`src/hdl/ids_pkg.sv`:
```
// Shared types and codes for the interrupt duration statistics block.
`default_nettype none

package ids_pkg;

	// event selector
	localparam logic [1:0] FN_BEGIN = 2'd0;
	localparam logic [1:0] FN_END   = 2'd1;
	localparam logic [1:0] FN_READ  = 2'd2;

	// result status
	localparam logic [1:0] STAT_DONE     = 2'd0;
	localparam logic [1:0] STAT_DROP     = 2'd1;
	localparam logic [1:0] STAT_NO_START = 2'd2;

	// shared adder operation
	localparam logic ALU_ADD = 1'b0;
	localparam logic ALU_SUB = 1'b1;

	typedef struct packed {
		logic [1:0]         func;
		logic [3:0]         cpu;
		logic [8:0]         vector;
		logic signed [31:0] owner;
		logic [63:0]        timestamp;
	} req_item_t;

	typedef struct packed {
		logic [1:0]         status;
		logic [63:0]        irq_count;
		logic [63:0]        dur_total;
		logic [63:0]        dur_max;
		logic signed [31:0] entry_owner;
		logic [8:0]         active_code;
		logic [63:0]        duration;
	} rsp_item_t;

	// one statistics table entry
	typedef struct packed {
		logic [63:0]        start_time;
		logic [63:0]        completed_count;
		logic [63:0]        cycle_total;
		logic [63:0]        cycle_max;
		logic signed [31:0] owner;
	} entry_t;

endpackage

`default_nettype wire

```
`src/hdl/ids_alu.sv`:
```
// Shared 64-bit add/subtract unit with borrow out.
`default_nettype none

module ids_alu (
	input  wire logic        op,
	input  wire logic [63:0] a,
	input  wire logic [63:0] b,
	output logic      [63:0] result,
	output logic             borrow
);
	import ids_pkg::*;

	logic [64:0] wide;

	always_comb begin
		if (op == ALU_SUB) begin
			wide = {1'b0, a} - {1'b0, b};
		end else begin
			wide = {1'b0, a} + {1'b0, b};
		end
	end

	assign result = wide[63:0];
	// only meaningful for subtract: a < b
	assign borrow = (op == ALU_SUB) ? wide[64] : 1'b0;

endmodule

`default_nettype wire

```
`config.mk`:
```
export PLATFORM = sky130hd
export DESIGN_NAME = ids_alu
export DESIGN_NICKNAME = d
export VERILOG_FILES = /design/src/hdl/ids_pkg.sv /design/src/hdl/ids_alu.sv
export SDC_FILE = /design/constraint.sdc
export NUM_CORES = 1
export LEC_CHECK = 0
export BUFFER_PORTS_ARGS = -buffer_cell sky130_fd_sc_hd__buf_2
export CAP_MARGIN = 20
export CELL_PAD_IN_SITES_DETAIL_PLACEMENT = 1
export CELL_PAD_IN_SITES_GLOBAL_PLACEMENT = 1
export CORE_MARGIN = 2
export CORE_UTILIZATION = 36
export DETAILED_ROUTE_END_ITERATION = 12
export PLACE_DENSITY = 0.91
export SYNTH_ARGS = -nofsm -noshare
export SYNTH_HDL_FRONTEND = slang
export SYNTH_SLANG_ARGS = --single-unit
```
`constraint.sdc`:
```
create_clock -name vclk -period 5.5
set_input_delay 0.55 -clock vclk [all_inputs]
set_output_delay 0.55 -clock vclk [all_outputs]
set_load 0.05 [all_outputs]
```
* Word level (Yosys, flattened, before mapping)
Cells that the tools add are included.
** Cells by class
- $add $sub $neg :: 2
- Mux-type cells :: 2
** Operators by type and width (count)
- $add 64x64->65 :: 1
- $mux 65 :: 1
- $sub 64x64->65 :: 1
- $mux 1 :: 1
** Word-level totals
- Register bits :: 0

* Depth between registers and ports, before layout
- Word-level depth :: 3
- Gate-level depth with buffers :: 21

* Least setup slack after synthesis
No wires, ideal clock.
- Path kind :: input to output
- Start point :: input port b[9]
- End point :: output port result[63]
- Arrival time :: 5.377 ns
- Required time :: 4.950 ns
- Path slack :: -0.427 ns
- Cell stages on the path :: 21
- Cell sequence :: or4_4 nor4_4 and2_4 and4_4 and3_1 buf_6 nor3b_4 and3_1 buf_4 a21oi_1 xnor2_1 ha_1 clkbuf_1 a21o_1 a21o_1 a21o_1 a21oi_1 o21ai_0 mux2i_1 o41ai_1 nor3_1
** On the way
- Word-level cells in the longest chain between the ends :: 2
- Elaborated cells on any way between the ends :: 3
** Ends and longest elaborated chain
- from (decl) :: line ids_alu.sv:7 : input wire logic [63:0] b,
- $add 64x64->65 / $sub 64x64->65 (equally long branches) :: line ids_alu.sv:19, ids_alu.sv:17
- $mux 65 * :: line ids_alu.sv:16 : if (op == ALU_SUB) begin
- to (decl) :: line ids_alu.sv:8 : output logic [63:0] result,
Every way passes the cells marked *; elsewhere a longest branch is shown, timed or not.

* Worst setup path after layout
- Start point :: input port b[27]
- End point :: output port result[57]
The elaborated chain is that of the path after synthesis.

==> results by group <==
Run status
  – Outcome: finished, violations left
  – Violated checks: setup timing

Synthesis
  – Largest cells by area after synthesis: xnor2_1 (17%), ha_1 (16%), a21oi_1 (11%)
  – Post-Syn Area: 0.00516 mm^2
  – Seq/Total Area, Yosys: 0%
  – Area leader, netlist: xnor2_1
  – Synth top area share: 16.6%
  – Syn_area_per_cell: 6.46 um^2
  – Mapped Cells: 798
  – Post-Syn Nets: 993
  – Synth cell types: 58
  – Yosys warns: 0

Power and ir drop
  – Sw frac: 67.1%
  – Leakage: 3.59 nW
  – Combinational share of power: 100.0%
  – Psw: 1.29 mW
  – Design Power: 1.92 mW
  – Reg power frac: 0%
  – Worst vdd ir: 0.000178 V
  – Power per cell area: 252 mW/mm^2
  – Internal: 632 uW
  – Clk network pwr share: 0%

Route
  – Wire per inst: 20.5 um
  – 1st-iter DRT viols: 488
  – Remaining DRCs: 0
  – Drt via density: 6.00
  – Vias: 7,629
  – ANT nets after route: 0
  – DR pass1 iterations: 5
  – Detailed-route wire length: 26,100 um

Layout
  – Final Core Density: 54.7%
  – Post-Layout Inst Area: 0.00762 mm^2
  – Nets: 1,279
  – Register Area: 0 um^2
  – Filler cells: 1,911
  – Seq_cells: 0
  – Layout cells sized above 1: 35.4%
  – Area Overhead vs Synth: 47.6%
  – Clock buf count: 0

Floorplanning
  – Row count: 43
  – Total core area: 0.0139 mm^2
  – Initial core utilization: 37.0%
  – Die Wd: 124 um
  – Io pins: 194
  – Die Height: 124 um
  – DIE AREA: 0.0153 mm^2

Flow run
  – Max-Cap Viols: 0

Timing
  – Hold Vio Cnt, Final: 0
  – Fin crit share: 101%
  – Normalized max-slew margin: 42.8%
  – Fmax: 0.181 GHz
  – Measured slew at the worst slew-check pin: 850 ps
  – Final worst setup slack: -37.9 ps
  – Final max-slew violation count: 0
  – Min Tclk post-route: 5540 ps
  – Hold Worst Slack: 1570 ps
  – Final setup violating endpoints: 1
  – RSZ-0062 raised after global routing: true

CTS
  – Hold-fix buffers at CTS: 0

Setup path
  – Crit end category: output port
  – Startpoint types: primary input
  – Critical Path Fanout Max: 5
  – Arr. time, crit path: 4990 ps
  – Critical path class: primary input to output port
  – Worst EP required: 4950 ps

Place
  – # port buffers: 194
  – Final HPWL DP: 21,100 um
  – Final GP Congestion: 0.989
  – Area after DPL: 0.00712 mm^2
  – Worst slack, placed: -428 ps

GRT
  – Grt ovf: 0
  – Antenna violations before repair: 9
  – Vias in the first global route: 7,854
  – Largest net degree at the start of global routing: 36
  – Total GRT Usage: 30.8%
  – First-pass GRT wire length: 38,000 um

Hold path
  – Tightest Hold Check Type: primary input to output port
layout by cell type (no fill, tap or decap), drive strengths merged, types with 9 or more instances in the layout:
| cell | count |
|---|---|
| and2 | 9 |
| o21bai | 12 |
| ha | 65 |
| inv | 30 |
| nor3 | 30 |
| xor2 | 23 |
| xnor2 | 98 |
| buf | 314 |
| o21ai | 48 |
| diode | 10 |
| nor2 | 82 |
| a21oi | 114 |
| nor4 | 10 |
| nand2 | 68 |
| nand4 | 23 |
| a31oi | 15 |
| nand3 | 12 |
| a21o | 27 |
per-layer routing:
layer / wire length [um] / track usage (%) / up-vias
met2: 12800 / 55.2 / 396
met5: 0 / 0 / -
met1: 10300 / 36.2 / 3641
met3: 1560 / 3.39 / 102
met4: 1360 / 15.3 / 0
li1: - / - / 3490
cells by family after synthesis:
logic type | synth area share (%)
muxes | 0.388
AOI/OAI and AO/OA | 31.4
and+or+nand+nor | 26.6
buffers and inverters | 4.85
xor gates and xnor gates | 20.5
adders and majority gates | 16.2
critical path, cell delays in order:
cell and delay [ps]:
buf_2 120, nor2_1 320, nand2_1 220, nor4_2 500, nand2_4 110, nor4_4 270
nor2_1 90, xnor2_1 160, ha_1 330, nand2_2 70, or4_4 520, or2_4 270
or2_4 230, o211ai_1 230, buf_4 190, a21oi_4 80, buf_6 150, nor3_4 150
nor2_2 80, xnor2_2 180, buf_6 180
power by group through the flow:
stage,Combinational (mW),Sequential (mW),Clock (mW)
floorplan,1.24,0,0
global placement,1.74,0,0
detailed placement,1.79,0,0
CTS,1.82,0,0
global route,2.02,0,0.000000195
finish,1.92,0,0.000000243
cells in the mapped netlist, types with 3 or more instances:
library cell,number
inv_1,30
xnor2_1,98
a211oi_1,6
o21bai_1,12
ha_1,65
nand4_1,23
a21boi_0,3
nand2_1,68
a2111oi_0,3
o211ai_1,4
xor2_1,23
nand2b_1,8
nor2_1,82
a21o_1,27
clkbuf_1,27
o21ai_0,48
nand3_1,12
and2_1,8
o21a_1,7
nor3_1,30
or2_2,4
and3_1,8
a21oi_1,114
a41oi_1,4
nor4_1,9
or4_1,3
o31ai_1,5
nor2b_1,8
or3_1,5
a31oi_1,15
layout make-up:
type / instances / area (um^2) / area share, %
Antenna cell: 10 / 25.0 / 0.329
Inverter: 30 / 113 / 1.48
Multi-Input combinational cell: 735 / 5260 / 69.1
Tap cell: 180 / 225 / 2.96
Timing Repair Buffer: 317 / 1990 / 26.1
stage by stage:
stage,setup TNS (ps),cells
3_5_place_dp,-2580,1251
6_report,-37.9,1272
5_1_grt,-1070,1270
2_1_floorplan,-121,798
4_1_cts,0,1254
3_3_place_gp,-192,1251
worst paths after layout:
kind              startpoint          to  slack, ps  depth (start not counted)
hold / removal          b[0]   result[0]       1570                          4
setup / recovery       b[27]  result[57]        -40                         21
what timing repair did:
item                       in CTS  in global routing
setup buffers                   3                  9
pin swaps                       4                 32
setup endpoints to repair      16                 26
gates resized for setup        26                 85
(Power assumes the default switching activity.)
